[config.mk]
export PLATFORM = sky130hd
export DESIGN_NAME = crm_ring
export DESIGN_NICKNAME = d
export VERILOG_FILES = /design/src/sv/crm_pkg.sv /design/src/sv/crm_ring.sv
export SDC_FILE = /design/constraint.sdc
export NUM_CORES = 1
export LEC_CHECK = 0
export BUFFER_PORTS_ARGS = -buffer_cell sky130_fd_sc_hd__buf_2
export CORE_AREA = 2 2 180 182
export DETAILED_ROUTE_END_ITERATION = 7
export DIE_AREA = 0 0 182 184
export PLACE_DENSITY = 0.82
export SYNTH_ARGS = -nofsm -noshare
export SYNTH_HDL_FRONTEND = slang
export SYNTH_SLANG_ARGS = --single-unit
[constraint.sdc]
create_clock -name clk -period 5.6 [get_ports clk]
set_input_delay 0.84 -clock clk [delete_from_list [all_inputs] [get_ports clk]]
set_output_delay 0.84 -clock clk [all_outputs]
set_load 0.02 [all_outputs]
[src/sv/crm_pkg.sv]
`timescale 1ns / 1ps
`default_nettype none

package crm_pkg;

    localparam int MAX_WINDOW  = 32;
    localparam int SAMPLE_BITS = 16;
    localparam int LEN_W       = $clog2(MAX_WINDOW + 1);
    localparam int PTR_W       = $clog2(MAX_WINDOW);
    localparam int ADDR_W      = 3;
    localparam int DATA_W      = 32;

    localparam logic [0:0]       REG_WINDOW_LEN   = 1'b0;
    localparam logic [LEN_W-1:0] WINDOW_LEN_RESET = LEN_W'(3);

    typedef logic signed [SAMPLE_BITS-1:0] sample_t;

    typedef struct packed {
        logic    step;
        logic    del_en;
        logic    ins_en;
        sample_t del_val;
        sample_t ins_val;
    } cell_ctl_t;

    function automatic logic [LEN_W-1:0] clamp_len(input logic [LEN_W-1:0] v);
        logic [LEN_W-1:0] r;
        if (v == '0)
        begin
            r = LEN_W'(1);
        end
        else if (v > LEN_W'(MAX_WINDOW))
        begin
            r = LEN_W'(MAX_WINDOW);
        end
        else
        begin
            r = v;
        end
        return r;
    endfunction

endpackage

`default_nettype wire

[src/sv/crm_ring.sv]
`timescale 1ns / 1ps
`default_nettype none

module crm_ring (
    input  wire logic                      clk,
    input  wire logic                      wr_en,
    input  wire logic [crm_pkg::PTR_W-1:0] wr_addr,
    input  wire crm_pkg::sample_t          wr_data,
    input  wire logic [crm_pkg::PTR_W-1:0] rd_addr,
    output crm_pkg::sample_t               rd_data
);
    import crm_pkg::*;

    sample_t mem [MAX_WINDOW];
    sample_t rd_data_reg;

    always_ff @(posedge clk)
    begin
        if (wr_en)
        begin
            mem[wr_addr] <= wr_data;
        end
    end

    // write-first on a clash
    always_ff @(posedge clk)
    begin
        if (wr_en && (wr_addr == rd_addr))
        begin
            rd_data_reg <= wr_data;
        end
        else
        begin
            rd_data_reg <= mem[rd_addr];
        end
    end

    assign rd_data = rd_data_reg;

endmodule

`default_nettype wire

=== After elaboration in Yosys (flattened, before gate mapping) ===
Memory sizes are Yosys's and may differ from the RTL's. A register that Yosys moved wholly into a read port is not among the register bits.
Cells that the tools add are included.

* Bits in registers: 0
* Bits in writable memories: 512
* Bits of input ports: 28
* Output and inout port bits: 16
* Logic and storage cells: 3
* Memories kept: 1

{| class="wikitable"
|+ Memories
! memory !! depth !! width !! read ports !! clocked after Yosys merged registers in !! write ports !! RTL line !! source
|-
| mem || 32 || 16 || 1 || 1 || 1 || crm_ring.sv:14 || <nowiki>sample_t mem [MAX_WINDOW];</nowiki>
|}

* Mux-type cells: 2

{| class="wikitable"
|+ Operator list
! operator !! count
|-
| 2-to-1 mux 1 bit || 2
|}

=== Logic depth before layout (Yosys ltp) ===
* Word-level depth: 2
* Depth in mapped cells: 8
* Mapped depth without buffers: 5

=== Worst setup path after synthesis ===
OpenSTA, ideal clock, no wires.

* Path kind: input-to-reg
* Start: input port wr_addr[1] (netlist bit)
* End: memory mem[12][0] (netlist bit) (enable)
* Setup time: 0.388 ns
* Data arrival time: 2.192 ns
* Required time: 5.212 ns
* Path slack: 3.020 ns
* Stages: 3
* Buffers on the path: 1
* Path through: or3b_2 clkbuf_1 nor2_1

{| class="wikitable"
|+ RTL lines
! item !! RTL line !! source
|-
| start: declaration || crm_ring.sv:7 || <nowiki>input wire logic [crm_pkg::PTR_W-1:0] wr_addr,</nowiki>
|-
| end: declaration || crm_ring.sv:14 ||
|}

No word-level cell before the write port.

==> flow_metrics.py <==
metrics = {
    "outcome": {
        "outcome": "completed",
    },
    "synthesis": {
        "synth_nets": 1160,
        "yosysMostFrequentCell": "edfxtp_1",
        "yosysWarnings": 0,
        "yosysTopAreaCellShare_pct": 75.7,
        "synth_top_area_cell": "edfxtp_1",
        "yosysSeqAreaShare_pct": 76.2,
        "synth.distinct_cells": 26,
        "synth_commonest_cells": "edfxtp_1, mux2i_1, a22oi_1",
        "syn_avg_cell_area_um2": 17.9,
        "ys_ff_latch": 517,
        "syn_area_um2": 20300,
        "postSynth.topFlopCell": "edfxtp_1",
        "syn_inst": 1132,
        "synth_edf_count": 512,
        "synthArstFlopShare_pct": 0,
        "synth.area.top_cells": "edfxtp_1, mux2i_1, a22oi_1, a22o_1, nand3_1",
    },
    "worst_setup_path": {
        "path_buf_inv": 1,
        "worstSetupStartpointType": "flop",
        "max_stage_delay_ns": 0.97,
        "crit_family": "simple AND/OR/NAND/NOR gates",
        "worst-path-stages": 6,
        "worst-setup-path-type": "flop to output port",
        "worst-path-max-fanout": 45,
        "slowest_stage": "and2_2",
        "required_ns": 4.76,
        "arrival_ns": 3.33,
        "cp_cell_sequence": "and2_2 > a22o_1 > nor3_1 > a31oi_1 > nand3_1 > buf_2",
        "worstSetupEndpointType": "output port",
    },
    "clock_tree": {
        "path_clk_slew_ns": 0.06,
        "cts_resized": 0,
        "cts.sinks": 517,
        "cts_tree": "yes",
        "cts_buffers": 48,
        "cts_root_buf": "clkbuf_16",
        "cts_hold_buffers": 0,
        "cts_buffer_depth": 3,
        "htreeDepth": 2,
        "post_cts_buffers": 0,
    },
    "floorplanning": {
        "dieWidth_um": 182,
        "core_area_um2": 31400,
        "dieArea_um2": 33500,
        "start_util_pct": 64.7,
        "rows": 65,
        "die_y_um": 184,
        "io_pins": 44,
    },
    "detailed_routing": {
        "firstDrtPassIters": 6,
        "wirelength_um": 45300,
        "wire_per_inst_um": 27.6,
        "drc": 0,
        "via_count": 10900,
        "ant_nets": 0,
        "drt_first_iter_violations": 1707,
        "via_per_inst": 6.63,
    },
    "global_routing": {
        "grt_pass1_vias": 10600,
        "grt_use_total_pct": 27.8,
        "overflow": 0,
        "grt_use_met2_pct": 43.9,
        "grt.busiest_layer": "met2",
        "antenna_found_initial": 1,
        "grt_use_met3_pct": 5.39,
        "grt_first_pass_wirelength_um": 68200,
        "use_met1_pct": 39.5,
        "grt_start_max_net_pins": 100,
    },
    "pwr": {
        "p_per_area_nw_per_um2": 357,
        "power_switching_mw": 1.68,
        "peakVddDrop_uv": 308,
        "p_leak_nw": 7.89,
        "p_seq_share_pct": 53.9,
        "intPower_mw": 6.35,
        "switching_share_pct": 20.9,
        "pwr-share-clk_pct": 40.8,
        "comb_power_share_pct": 5.4,
    },
    "hold_path": {
        "whs_path_depth": 1,
        "min_path_type": "primary input to flop",
        "hp-start": "rd_addr[0]",
    },
    "place": {
        "hpwl_um": 26400,
        "dp.cells": 1553,
        "place.gp.congestion": 0.911,
        "io_buffers": 43,
    },
    "cells_and_area": {
        "fin_cells": 1643,
        "layout.nets": 1229,
        "syn2layout_area_growth_pct": 10.6,
        "largest_reg_flops": 512,
        "regMostFlops": "mem",
        "largestRegisters": "mem (512)",
        "drive_above_1_share_pct": 13.2,
    },
    "sta": {
        "hold-worst-slack_ns": 0.386,
        "setup_tns_ns": 0,
        "slew_headroom_pct": 24.6,
        "fin_crit_ns": 4.17,
        "setup_viol": 0,
        "hold_viol": 0,
        "max_freq_mhz": 240,
        "period_share_pct": 74.5,
        "drv_slew": 0,
        "worstMarginPinSlew_ns": 1.13,
        "rsz0062_at_grt": "false",
    },
    "job": {
        "maxCapViolations": 0,
    },
}
==> worst max-delay path by stage <==
stage	from	to	slack (ns)
CTS	flop	rd_data[10]	1.54
floorplan	wr_addr[1]	mem[12][0]	3.02
detailed placement	flop	rd_data[14]	2.16
finish	flop	rd_data[2]	1.43
global route	flop	rd_data[2]	1.38
global placement	flop	rd_data[10]	2.14
==> layout make-up <==
cell class	count	area [µm²]
tap	402	503
sequential	517	15500
antenna	1	2.50
multi-input combinational	548	4320
clock buffer	62	1300
clock inverter	27	300
fill	1846	8930
timing repair buffer	86	563
==> per-stage QoR <==
| step | setup WS [ns] | utilization [%] | instance area [µm²] | power (mW) |
|---|---|---|---|---|
| after floorplan | 3.02 | - | 20300 | 4.66 |
| after global placement | 2.14 | 66.5 | 20900 | 4.81 |
| after detailed placement | 2.16 | 66.5 | 20900 | 4.82 |
| after CTS | 1.54 | 71.5 | 22500 | 8.03 |
| after global routing | 1.38 | 71.5 | 22500 | 8.22 |
| final | 1.43 | 71.5 | 22500 | 8.03 |
==> logic make-up after synthesis <==
family | share of synthesized area, %
AND/OR/NAND/NOR | 3.53
multiplexers | 12.6
flip-flops | 76.2
AO/OA/AOI/OAI | 5.03
buffers and inverters | 2.66
==> power by group through the flow <==
stage	clock network (mW)	logic, mW	registers [mW]
final	3.27	0.430	4.32
after global placement	0	0.410	4.40
after floorplan	0	0.269	4.39
after detailed placement	0	0.419	4.40
after global routing	3.44	0.452	4.32
after CTS	3.28	0.423	4.32
==> layout by cell type (no fill, tap or decap), drive strengths merged <==
master,n
nor3,16
clkbuf,62
or2,1
a22oi,64
nand2b,2
nand2,33
or3b,3
nor2,34
clkinvlp,2
nand3b,5
dfxtp,5
and2,1
bufinv,6
a22o,32
nor2b,2
diode,1
mux2i,256
nand4,16
buf,86
a31oi,16
a21oi,32
nand3,34
clkinv,19
edfxtp,512
or3,1
==> metal layers <==
metal / part of all wire, % / vias to the layer above
met1: 38 / 5387
met4: 3.8 / 0
met2: 47 / 731
met3: 11 / 112
met5: 0 / -
li1: - / 4663
(Power assumes the default switching activity.)
