File: src/sv/crm_pkg.sv
`timescale 1ns / 1ps
`default_nettype none

package crm_pkg;

    localparam int MAX_WINDOW  = 32;
    localparam int SAMPLE_BITS = 16;
    localparam int LEN_W       = $clog2(MAX_WINDOW + 1);
    localparam int PTR_W       = $clog2(MAX_WINDOW);
    localparam int ADDR_W      = 3;
    localparam int DATA_W      = 32;

    localparam logic [0:0]       REG_WINDOW_LEN   = 1'b0;
    localparam logic [LEN_W-1:0] WINDOW_LEN_RESET = LEN_W'(3);

    typedef logic signed [SAMPLE_BITS-1:0] sample_t;

    typedef struct packed {
        logic    step;
        logic    del_en;
        logic    ins_en;
        sample_t del_val;
        sample_t ins_val;
    } cell_ctl_t;

    function automatic logic [LEN_W-1:0] clamp_len(input logic [LEN_W-1:0] v);
        logic [LEN_W-1:0] r;
        if (v == '0)
        begin
            r = LEN_W'(1);
        end
        else if (v > LEN_W'(MAX_WINDOW))
        begin
            r = LEN_W'(MAX_WINDOW);
        end
        else
        begin
            r = v;
        end
        return r;
    endfunction

endpackage

`default_nettype wire

File: src/sv/crm_cell.sv
`timescale 1ns / 1ps
`default_nettype none

module crm_cell (
    input  wire logic               clk,
    input  wire crm_pkg::cell_ctl_t ctl,
    input  wire logic               occ_mid,
    input  wire crm_pkg::sample_t   right_val,
    input  wire crm_pkg::sample_t   left_sh,
    input  wire logic               left_le,
    output crm_pkg::sample_t        val,
    output crm_pkg::sample_t        sh,
    output logic                    le
);
    import crm_pkg::*;

    sample_t val_reg;
    sample_t val_next;
    logic    lt_del;

    // removal closes the gap from the right, insertion opens one to the right
    assign lt_del = val_reg < ctl.del_val;
    assign sh     = (ctl.del_en && !lt_del) ? right_val : val_reg;
    assign le     = occ_mid && (sh <= ctl.ins_val);

    always_comb
    begin
        if (!ctl.ins_en || le)
        begin
            val_next = sh;
        end
        else if (left_le)
        begin
            val_next = ctl.ins_val;
        end
        else
        begin
            val_next = left_sh;
        end
    end

    always_ff @(posedge clk)
    begin
        if (ctl.step)
        begin
            val_reg <= val_next;
        end
    end

    assign val = val_reg;

endmodule

`default_nettype wire

File: config.mk
export PLATFORM = sky130hd
export DESIGN_NAME = crm_cell
export DESIGN_NICKNAME = d
export VERILOG_FILES = /design/src/sv/crm_pkg.sv /design/src/sv/crm_cell.sv
export SDC_FILE = /design/constraint.sdc
export NUM_CORES = 1
export LEC_CHECK = 0
export ABC_AREA = 1
export BUFFER_PORTS_ARGS = -buffer_cell sky130_fd_sc_hd__buf_2
export CAP_MARGIN = 20
export CORE_MARGIN = 1.5
export CORE_UTILIZATION = 33
export DETAILED_ROUTE_END_ITERATION = 10
export SYNTH_ARGS = -nofsm -noshare
export SYNTH_HDL_FRONTEND = slang
export SYNTH_SLANG_ARGS = --single-unit
File: constraint.sdc
create_clock -name clk -period 8.85 [get_ports clk]
set_input_delay 0.4425 -clock clk [delete_from_list [all_inputs] [get_ports clk]]
set_output_delay 0.4425 -clock clk [all_outputs]
set_load 0.03 [all_outputs]
== After elaboration in Yosys (flattened, before gate mapping) ==
Cells that the tools add are included.
Widths: inputs -> output; s select.
Cells by class
  $lt $le $gt $ge: 2
  mux-type cells: 3
  reduce and logical (&&, ||, !) cells: 5
Operators with widths (number)
  $mux 16: 3
  $le 16x16->1: 1
  $lt 16x16->1: 1
  $logic_and 1x1->1: 2
  $logic_not 1->1: 2
  $logic_or 1x1->1: 1
Storage, ports and cells
  flip-flop bits (word level): 16
  input bits: 70
  output and inout port bits: 33
  word-level logic and storage cells: 11

== Logic depth before layout (Yosys ltp) ==
Gate-level depths: netlist (run 1).
  word-level depth: 8
  gate-level depth with buffers: 33
  depth with buffers taken out: 31

== Worst setup path after synthesis (run 1) ==
No wires, ideal clock.
  path type: register to output
  start: reg val_reg[5], in the netlist val[5]
  end: out le
  data arrival time: 3.241 ns
  required time: 8.408 ns
  slack: 5.166 ns
  stages on the path, launching flop included: 23
  path through: edfxtp_1 ha_1 a21oi_1 nor2_1 nor3_4 nand2_1 nand2_2 nand2_1 nand2_4 nand3_4 buf_12 nand2_4 and2_1 ha_1 nand2_1 nand2_1 nand3_1 nand2_1 a21oi_1 nand3_1 nand3_1 nand2_1 inv_1
On the way
  cells in the longest elaborated chain, start to end: 6
RTL lines
  start, declared: line crm_cell.sv:17  | sample_t val_reg;
  start signal, assigned: line crm_cell.sv:46  | val_reg <= val_next;
  $lt 16x16->1: line crm_cell.sv:22  | assign lt_del = val_reg < ctl.del_val;
  $logic_not 1->1: line crm_cell.sv:23  | assign sh = (ctl.del_en && !lt_del) ? right_val : val_reg;
  $logic_and 1x1->1: line crm_cell.sv:23
  $mux 16: line crm_cell.sv:23
  named net sh[9]: line crm_cell.sv:12  | output crm_pkg::sample_t sh,
  $le 16x16->1: line crm_cell.sv:24  | assign le = occ_mid && (sh <= ctl.ins_val);
  $logic_and 1x1->1: line crm_cell.sv:24
  end, declared: line crm_cell.sv:13  | output logic le
The timed path passes the listed nets, and every way through them passes these cells.

== Final worst setup path (run 1) ==
  start: reg val_reg[5], in the netlist val[5]
  end: out le
On the way
  cells in the longest elaborated chain, start to end: 6
RTL lines (line)
  $lt 16x16->1: crm_cell.sv:22
  $logic_not 1->1: crm_cell.sv:23
  $logic_and 1x1->1: crm_cell.sv:23
  $mux 16 *: crm_cell.sv:23
  $le 16x16->1 *: crm_cell.sv:24
  $logic_and 1x1->1 *: crm_cell.sv:24
Every way passes the cells marked *; elsewhere a longest branch is shown, timed or not.

==> run_results.csv, run 1 <==
group,metric,value,unit
run_status,outcome,"complete, no violations",
sta,rsz0062_at_grt,"no",
drt,dr_wl_met2,2.94,mm
synth,ys_seq_area_frac,0.210,
grt,grt_overflow_total,0,
worst_setup_path,critPathMaxStageDelay,0.45,ns
clocking,cts_buffers,3,
drt,drt_pass1_iterations,4,
worst_setup_path,endpoint_kind,"output port",
drt,wl_met3,264,um
worst_setup_path,path_common_cell,"nand2_1",
worst_setup_path,reg2reg_setup_slack,4.79,ns
worst_hold_path,hp-class,"input pin to register",
synth,yosys_warnings,0,
final_layout,fin_nets,534,
sta,final.setup.tns,0,ns
grt,grt_pass1_vias,2305,
worst_setup_path,path_class,"register to output port",
floorplan,pin_count,103,
clocking,clock_path_buffers,2,
clocking,cts_tree,"built",
synth,synth_xor_xnor_area_share,0,
floorplan,die_x,86.3,um
clocking,ctsResizeCount,0,
synth,synth_mux_area_frac,0.00492,
sta,finalHoldViolCount,0,
final_layout,stdcell_count,511,
floorplan,core_region_area,0.00676,mm2
power,power_leakage,1.76,nW
placement,io_buffers,102,
sta,fmax,232,MHz
floorplan,start_util,0.339,
grt,antenna_found_initial,0,
synth,ys_top_cells_by_area,"edfxtp_1 (21%), ha_1 (17%), inv_1 (12%), nand2_1 (12%), nand2_4 (5.9%)",
clocking,clk_pin_slew,0.06,ns
sta,period_share,0.488,
worst_setup_path,cp-start-kind,"register",
synth,synth_top_family_by_area,"simple AND/OR/NAND/NOR gates",
power,clkPwrFrac,0.107,
drt,wl_met1,2.94,mm
drt,vias_per_cell,4.60,
clocking,root_buffer,"clkbuf_8",
synth,yosys.area.top_type,"edfxtp_1",
final_layout,area_growth,25.4,%
floorplan,die_height,86.3,um
grt,groute.usage.overall,0.173,
placement,place_hpwl,5.35,mm
grt,grt_pass1_wl,10.3,mm
sta,worst_slew_pin_slew,0.494,ns
synth,syn_inst,336,
power,power_frac_comb,0.671,
drt,num_vias,2349,
drt,topRoutingLayerUsed,"met4",
synth,yosys.area_share.simple,0.391,
sta,min_period,4.31,ns
drt,drt_iter0_drc,85,
worst_setup_path,worstPathArrival,3.87,ns
worst_setup_path,path_cells,"ha_1 -> a21oi_1 -> nor2_1 -> nor3_4 -> nand2_1 -> nand2_2 -> nand3_2 -> nand3_4 -> nand2_1 -> and2_1 -> ha_1 -> nand4_1 -> nor3_1 -> nand2_1 -> nand2_1 -> nand2_1 -> nand3_1 -> nand2_1 -> inv_1 -> buf_2",
synth,synth_compound_area_frac,0.0656,
final_layout,largest_reg_flops,16,
sta,setup_violations,0,
synth,synth_seq_cells,16,
grt,grt_max_degree,32,
synth,synthesis.nets,437,
clocking,hold_buffers,0,
synth,syn_area_per_cell,6.81,um2
power,switching_share,0.513,
placement,post-place-cells,508,
sta,max_slew_margin,0.671,
power,finalPower,0.519,mW
final_layout,fin_util,0.425,
run,drv_cap,0,
drt,drtAntennaViolNets,0,
final_layout,diodes,0,
final_layout,layout-drive-gt1-share,0.306,
drt,drc,0,
power,powerDensity,181,mW/mm2
worst_setup_path,required,8.41,ns
floorplan,die_area,0.00745,mm2
clocking,cts_sinks,16,
power,seqPwrFrac,0.221,
sta,drv_slew,0,
clocking,cts_setup_buffers,0,
worst_setup_path,crit_fanout,17,
clocking,insertion_delay,0.26,ns
clocking,htreeDepth,1,
power,ir_drop,0.0680,mV
synth,synth_top_area_share,0.210,
drt,avgRoutedWirePerCell,12.2,um
power,switchingPower,0.266,mW
sta,fin_worst_skew,0.00311,ns
placement,gp_congestion,0.932,
floorplan,rows,30,
drt,finalWirelength,6.23,mm
power,internal-power,0.253,mW
synth,synth_fa_ha_area_frac,0.169,
synth,syn-cell-area,0.00229,mm2
worst_setup_path,cp_slowest_cell,"nand3_4",
synth,synthDistinctLibCells,29,
critical path: cells and delay by family (launching register included):
kind                     cells  cell delay (ns)
flip-flops                   1             0.43
AO/OA/AOI/OAI                1             0.15
AND/OR/NAND/NOR             15             2.14
buffers and inverters        2             0.26
adder cells (fa/ha/maj)      2             0.61
per-layer routing:
metal	up-vias	GRT usage
met5	-	0
met1	1021	0.230
met3	8	0.0105
li1	1255	-
met4	0	0.0557
met2	65	0.302
cell usage after synthesis:
| cell type | number |
|---|---|
| a21o_1 | 1 |
| a21oi_1 | 25 |
| and2_1 | 10 |
| and2_4 | 5 |
| buf_1 | 1 |
| buf_12 | 1 |
| buf_2 | 4 |
| buf_4 | 1 |
| buf_6 | 1 |
| clkbuf_1 | 2 |
| edfxtp_1 | 16 |
| ha_1 | 31 |
| inv_1 | 75 |
| inv_2 | 2 |
| inv_4 | 1 |
| mux2_2 | 1 |
| nand2_1 | 74 |
| nand2_2 | 2 |
| nand2_4 | 12 |
| nand3_1 | 21 |
| nand3_2 | 1 |
| nand3_4 | 1 |
| nand4_1 | 18 |
| nor2_1 | 24 |
| nor2_2 | 1 |
| nor3_1 | 1 |
| nor3_4 | 1 |
| o21ai_1 | 2 |
| o21bai_1 | 1 |
power by group through the flow:
stage / logic (mW) / clock network, mW / registers (mW)
finish: 0.348 / 0.0557 / 0.115
CTS: 0.349 / 0.0547 / 0.115
detailed placement: 0.347 / 0 / 0.117
floorplan: 0.238 / 0 / 0.140
global route: 0.389 / 0.0579 / 0.117
global placement: 0.345 / 0 / 0.116
layout by cell type (no fill, tap or decap), types with 2 or more instances in the layout:
| cell type | instances |
|---|---|
| nand2_1 | 74 |
| inv_2 | 2 |
| inv_1 | 75 |
| and2_1 | 10 |
| nand4_1 | 18 |
| nand2_4 | 12 |
| nor2_1 | 24 |
| edfxtp_1 | 16 |
| clkbuf_8 | 3 |
| buf_2 | 102 |
| nand3_1 | 21 |
| nand2_2 | 2 |
| o21ai_1 | 2 |
| ha_1 | 31 |
| and2_4 | 5 |
| a21oi_1 | 25 |
worst paths after layout:
kind	to	from	cells after the start
max	le	val[5]	20
min reg2reg	val[1]	val[1]	4
max reg2reg	val[5]	val[5]	22
min	val[4]	right_val[4]	5
cell type report:
type | count | area [um2]
clock buffers | 3 | 41.3
fillers | 736 | 3880
inverters | 78 | 295
multi-input cells | 232 | 1440
flip-flops and latches | 16 | 480
well taps | 80 | 100
repair buffers | 102 | 510
cell families (layout without fill, tap and decap cells):
logic type	count (synthesis)	count (layout)
adder cells (fa/ha/maj)	31	31
multiplexers	1	1
AND/OR/NAND/NOR	171	171
AO/OA/AOI/OAI	29	29
flip-flops	16	16
buffers and inverters	88	183
through the flow:
step,hold WS (ns),area (um2),setup slack (ns)
finish,0.615,2870,4.54
global route,0.634,2870,4.18
CTS,0.626,2870,4.53
detailed placement,0.716,2830,4.68
global placement,0.712,2830,4.74
floorplan,0.555,2290,5.17
No activity file was read; power rests on OpenSTA's default activity.
==> run 2, diff against run 1 <==
==> constraint.sdc (replaced) <==
create_clock -name clk -period 4.1 [get_ports clk]
set_input_delay 0.205 -clock clk [delete_from_list [all_inputs] [get_ports clk]]
set_output_delay 0.205 -clock clk [all_outputs]
set_load 0.03 [all_outputs]
==> run_results.csv, run 2 (same netlist as run 1, synthesis figures left out) <==
group,metric,value,unit
run_status,outcome,"complete, no violations",
clocking,clock_path_buffers,2,
worst_setup_path,reg2reg_setup_slack,0.38,ns
worst_setup_path,endpoint_kind,"output port",
floorplan,die_height,86.3,um
final_layout,stdcell_count,517,
worst_setup_path,cp_slowest_cell,"edfxtp_1",
final_layout,multi_input_area,0.00145,mm2
placement,place_hpwl,5.25,mm
run,drv_cap,0,
clocking,cts_sinks,16,
grt,groute.usage.overall,0.175,
sta,worst_slew_pin_slew,0.491,ns
clocking,hold_buffers,0,
final_layout,seqCellArea,480,um2
sta,drv_slew,0,
final_layout,fillerInstances,722,
sta,setup_violations,0,
placement,place_area,0.00284,mm2
grt,grt_pass1_wl,10.5,mm
worst_setup_path,rr_endpoint,"val[15]",
floorplan,die_area,0.00745,mm2
power,switchingPower,0.582,mW
power,internal-power,0.566,mW
worst_setup_path,cp-endpoint,"le",
worst_setup_path,path_class,"register to output port",
power,power_frac_comb,0.674,
worst_hold_path,hold_start,"left_sh[0]",
power,power_leakage,1.79,nW
clocking,cts_tree,"built",
worst_hold_path,hold_depth,4,
grt,grt_pass1_vias,2304,
grt,grt_max_degree,32,
placement,dpl_worst_slack,0.240,ns
worst_setup_path,critPathTopFamily,"simple AND/OR/NAND/NOR gates",
final_layout,fin_nets,539,
sta,min_period,3.75,ns
power,powerDensity,392,mW/mm2
floorplan,rows,30,
clocking,cts_buffers,3,
power,clkPwrFrac,0.109,
power,switching_share,0.507,
worst_setup_path,required,3.89,ns
placement,io_buffers,102,
power,finalPower,1.15,mW
final_layout,area_growth,28.0,%
drt,drt_iter0_drc,120,
worst_setup_path,r2r-start,"val[5]",
sta,fin_worst_skew,0.00482,ns
final_layout,fin_util,0.434,
final_layout,fin_area,0.00293,mm2
worst_setup_path,worstPathArrival,3.54,ns
drt,drt_pass1_iterations,5,
drt,avgRoutedWirePerCell,12.1,um
drt,drtAntennaViolNets,0,
sta,rsz0062_at_grt,"no",
grt,grt_overflow_total,0,
sta,final.setup.tns,0,ns
power,ir_drop,0.165,mV
worst_hold_path,hp-class,"input pin to register",
final_layout,layout-drive-gt1-share,0.316,
clocking,clk_pin_slew,0.07,ns
worst_setup_path,path_cells,"ha_1 -> a21oi_1 -> nor2_1 -> nor3_4 -> nand2_1 -> nand2_2 -> nand2_1 -> nand2_4 -> nand3_4 -> buf_4 -> nand2_4 -> and2_4 -> ha_1 -> nand2_1 -> o21bai_1 -> nand2_1 -> a21oi_1 -> nand3_1 -> nand3_1 -> nand2_1 -> inv_1 -> buf_2",
grt,antenna_found_initial,0,
final_layout,diodes,0,
floorplan,die_x,86.3,um
worst_setup_path,critical_path_depth,22,
sta,setup_ws,0.353,ns
placement,gp_congestion,0.876,
sta,fmax,267,MHz
sta,max_slew_margin,0.673,
worst_setup_path,crit_path_start,"val[5]",
power,seqPwrFrac,0.217,
worst_setup_path,cp.buffers_inverters,3,
placement,post-place-cells,509,
final_layout,final_common_cell,"buf_2",
drt,vias_per_cell,4.61,
sta,period_share,0.914,
clocking,insertion_delay,0.26,ns
worst_setup_path,reg2reg_depth,24,
floorplan,pin_count,103,
drt,num_vias,2382,
final_layout,largest_reg_flops,16,
worst_setup_path,path_common_cell,"nand2_1",
worst_setup_path,critPathMaxStageDelay,0.44,ns
clocking,htreeDepth,1,
worst_setup_path,cp-start-kind,"register",
final_layout,final_cell_mix,"buf_2 (102), inv_1 (75), nand2_1 (74)",
sta,whs,0.375,ns
drt,drc,0,
worst_setup_path,crit_fanout,17,
sta,finalHoldViolCount,0,
floorplan,core_region_area,0.00676,mm2
clocking,root_buffer,"clkbuf_8",
drt,finalWirelength,6.24,mm
floorplan,start_util,0.339,
[run 2: changes by cell type in the layout (fill, tap and decap cells not counted)]
| cell | delta |
|---|---|
| buf_4 | +4 |
| buf_12 | +1 |
| clkinv_1 | +1 |
| nor3_1 | -1 |
| nor3_2 | +1 |
[run 2: layer usage]
layer / up-vias / global-route usage / share of wire
met2: 77 / 0.298 / 0.47
li1: 1269 / - / -
met5: - / 0 / 0
met3: 9 / 0.00857 / 0.042
met4: 0 / 0.0557 / 0.018
met1: 1027 / 0.240 / 0.47
[run 2: worst min-delay path by stage]
stage / endpoint / slack, ns
after floorplan: val[0] / 0.32
after global placement: val[0] / 0.64
after detailed placement: val[0] / 0.63
after CTS: val[0] / 0.37
after global routing: val[0] / 0.40
final: val[0] / 0.38
[run 2: what timing repair did]
item	4_1_cts	5_1_grt
endpoints found under the setup margin	0	17
buffers inserted	0	4
gates resized for setup	0	1
[run 2: worst reg2reg max path: stages, from the launching register on]
cell and delay (ns):
edfxtp_1 0.44, ha_1 0.31, a21oi_1 0.15, nor2_1 0.08, nor3_4 0.10, nand2_1 0.09
nand2_2 0.08, nand2_1 0.08, nand2_4 0.18, nand3_4 0.11, buf_4 0.18, nand2_4 0.06
and2_4 0.15, ha_1 0.24, nand2_1 0.12, o21bai_1 0.12, nand2_1 0.06, a21oi_1 0.17
nand3_1 0.10, nand3_1 0.09, nand2_1 0.10, nand2_4 0.20, inv_4 0.12, nand2_1 0.09
nand2_1 0.05
[run 2: area by class of cell]
class / instances / share of cell area
Inverter: 78 / 0.101
Timing Repair Buffer: 107 / 0.191
Tap cell: 80 / 0.0342
Clock buffer: 3 / 0.0141
Clock inverter: 1 / 0.00128
Multi-Input combinational cell: 232 / 0.494
Sequential cell: 16 / 0.164
[run 2: power by group through the flow]
stage	logic [mW]	clock network [mW]	registers (mW)
floorplan	0.514	0	0.302
global route	0.866	0.135	0.254
global placement	0.746	0	0.252
detailed placement	0.752	0	0.253
finish	0.774	0.125	0.249
CTS	0.755	0.129	0.250
==> run 3, diff against run 2 <==
--- a/config.mk
+++ b/config.mk
@@ -11,6 +11,7 @@
 export CORE_MARGIN = 1.5
 export CORE_UTILIZATION = 33
 export DETAILED_ROUTE_END_ITERATION = 10
+export PLACE_DENSITY = 0.57
 export SYNTH_ARGS = -nofsm -noshare
 export SYNTH_HDL_FRONTEND = slang
 export SYNTH_SLANG_ARGS = --single-unit
==> run_results.csv, run 3 (same netlist as run 1, synthesis figures left out) <==
group,metric,value,unit
run_status,outcome,"complete, no violations",
clocking,insertion_delay,0.25,ns
power,clkPwrFrac,0.102,
drt,num_vias,2390,
worst_setup_path,rr_endpoint,"val[10]",
worst_setup_path,required,3.89,ns
sta,min_period,3.71,ns
floorplan,die_area,0.00745,mm2
sta,rsz0062_at_grt,"no",
final_layout,seqCellArea,480,um2
power,power_frac_comb,0.688,
clocking,cts_tree,"built",
grt,grt_overflow_total,0,
worst_hold_path,min_to,"val[1]",
final_layout,layout-drive-gt1-share,0.330,
floorplan,pin_count,103,
clocking,clock_path_buffers,2,
sta,worst_slew_pin_slew,0.527,ns
final_layout,fin_util,0.444,
sta,max_slew_margin,0.649,
sta,drv_slew,0,
power,ir_drop,0.150,mV
worst_setup_path,path_class,"register to output port",
power,switching_share,0.501,
worst_setup_path,path_cells,"ha_1 -> a21oi_1 -> nor2_1 -> nor3_4 -> nand2_1 -> nand2_2 -> nand2_1 -> nand2_4 -> nand3_4 -> buf_4 -> nand2_4 -> and2_4 -> ha_1 -> nand2_1 -> o21bai_1 -> nand2_1 -> a21oi_1 -> nand2_1 -> nand2_1 -> nand3_1 -> nand2_1 -> inv_1 -> buf_2",
final_layout,multi_input_area,0.00146,mm2
sta,final.setup.tns,0,ns
drt,drt_iter0_drc,73,
power,switchingPower,0.588,mW
worst_setup_path,reg2reg_depth,25,
power,seqPwrFrac,0.210,
final_layout,stdcell_count,526,
sta,finalHoldViolCount,0,
power,internal-power,0.587,mW
grt,grt_pass1_vias,2198,
clocking,hold_buffers,0,
power,powerDensity,392,mW/mm2
worst_setup_path,cp_slowest_cell,"edfxtp_1",
worst_hold_path,hp-class,"input pin to register",
worst_setup_path,cp.buffers_inverters,3,
grt,grt_max_degree,32,
drt,avgRoutedWirePerCell,12.0,um
placement,gp_congestion,0.881,
final_layout,final_cell_mix,"buf_2 (102), inv_1 (75), nand2_1 (74)",
placement,io_buffers,102,
grt,antenna_found_initial,0,
worst_hold_path,hold_depth,5,
worst_setup_path,critPathTopFamily,"simple AND/OR/NAND/NOR gates",
worst_setup_path,reg2reg_setup_slack,0.41,ns
run,drv_cap,0,
final_layout,fillerInstances,737,
worst_hold_path,hold_start,"right_val[1]",
worst_setup_path,endpoint_kind,"output port",
sta,period_share,0.904,
final_layout,largest_reg_flops,16,
drt,vias_per_cell,4.54,
floorplan,core_region_area,0.00676,mm2
clocking,root_buffer,"clkbuf_8",
drt,drtAntennaViolNets,0,
clocking,clk_pin_slew,0.07,ns
drt,finalWirelength,6.33,mm
clocking,cts_buffers,3,
drt,drt_pass1_iterations,6,
floorplan,start_util,0.339,
final_layout,diodes,0,
drt,drc,0,
worst_setup_path,path_common_cell,"nand2_1",
grt,grt_pass1_wl,9.93,mm
clocking,htreeDepth,1,
worst_setup_path,crit_fanout,8,
worst_setup_path,critPathMaxStageDelay,0.43,ns
sta,setup_violations,0,
placement,place_hpwl,5.33,mm
placement,post-place-cells,509,
floorplan,rows,30,
final_layout,fin_nets,548,
worst_setup_path,worstPathArrival,3.50,ns
worst_setup_path,cp-start-kind,"register",
clocking,cts_sinks,16,
worst_setup_path,r2r-start,"val[5]",
final_layout,final_common_cell,"buf_2",
final_layout,area_growth,30.9,%
sta,fin_worst_skew,0.00608,ns
floorplan,die_height,86.3,um
power,power_leakage,1.83,nW
floorplan,die_x,86.3,um
sta,fmax,270,MHz
grt,groute.usage.overall,0.165,
-- run 3: final cells by class --
type | instances | area share
multi-input cells | 233 | 0.486
clock inverters | 1 | 0.00125
clock buffers | 3 | 0.0138
inverters | 78 | 0.0985
well taps | 80 | 0.0334
repair buffers | 115 | 0.207
flip-flops and latches | 16 | 0.160
-- run 3: stage by stage --
stage	worst slack [ns]	total power [mW]	hold WS [ns]	instance area, um2
global placement	0.269	1.00	0.646	2840
CTS	0.183	1.13	0.389	2880
finish	0.395	1.17	0.389	3000
floorplan	0.428	0.816	0.317	2290
global route	0.0614	1.27	0.413	3000
detailed placement	0.204	1.01	0.645	2840
-- run 3: power by group through the flow --
stage	Sequential, mW	Clock, mW	Combinational [mW]
final	0.246	0.120	0.808
after CTS	0.247	0.123	0.763
after floorplan	0.302	0	0.514
after global placement	0.250	0	0.754
after global routing	0.252	0.127	0.893
after detailed placement	0.251	0	0.759
-- run 3: how the worst max path moves through the flow --
stage | cells past startpoint | startpoint | slack (ns) | to
2_1_floorplan | 26 | val[5] | 0.43 | val[11]
3_3_place_gp | 23 | val[5] | 0.27 | val[15]
3_5_place_dp | 23 | val[5] | 0.20 | val[15]
4_1_cts | 23 | val[5] | 0.18 | val[15]
5_1_grt | 24 | val[5] | 0.06 | le
6_report | 23 | val[5] | 0.39 | le
-- run 3: timing repair --
item                                    CTS  global route
gates resized for setup                   0             1
setup buffers                             0            12
endpoints found under the setup margin    0            17
-- run 3: worst min-delay path: stages --
cell	delay [ns]
buf_2	0.07
inv_1	0.03
nand4_1	0.09
nand3_1	0.08
nand2_1	0.06
-- run 3: layer usage --
layer	wire (um)	global-route usage
met3	224	0.00762
met5	0	0
met4	53	0.0352
met2	2870	0.273
met1	3180	0.240
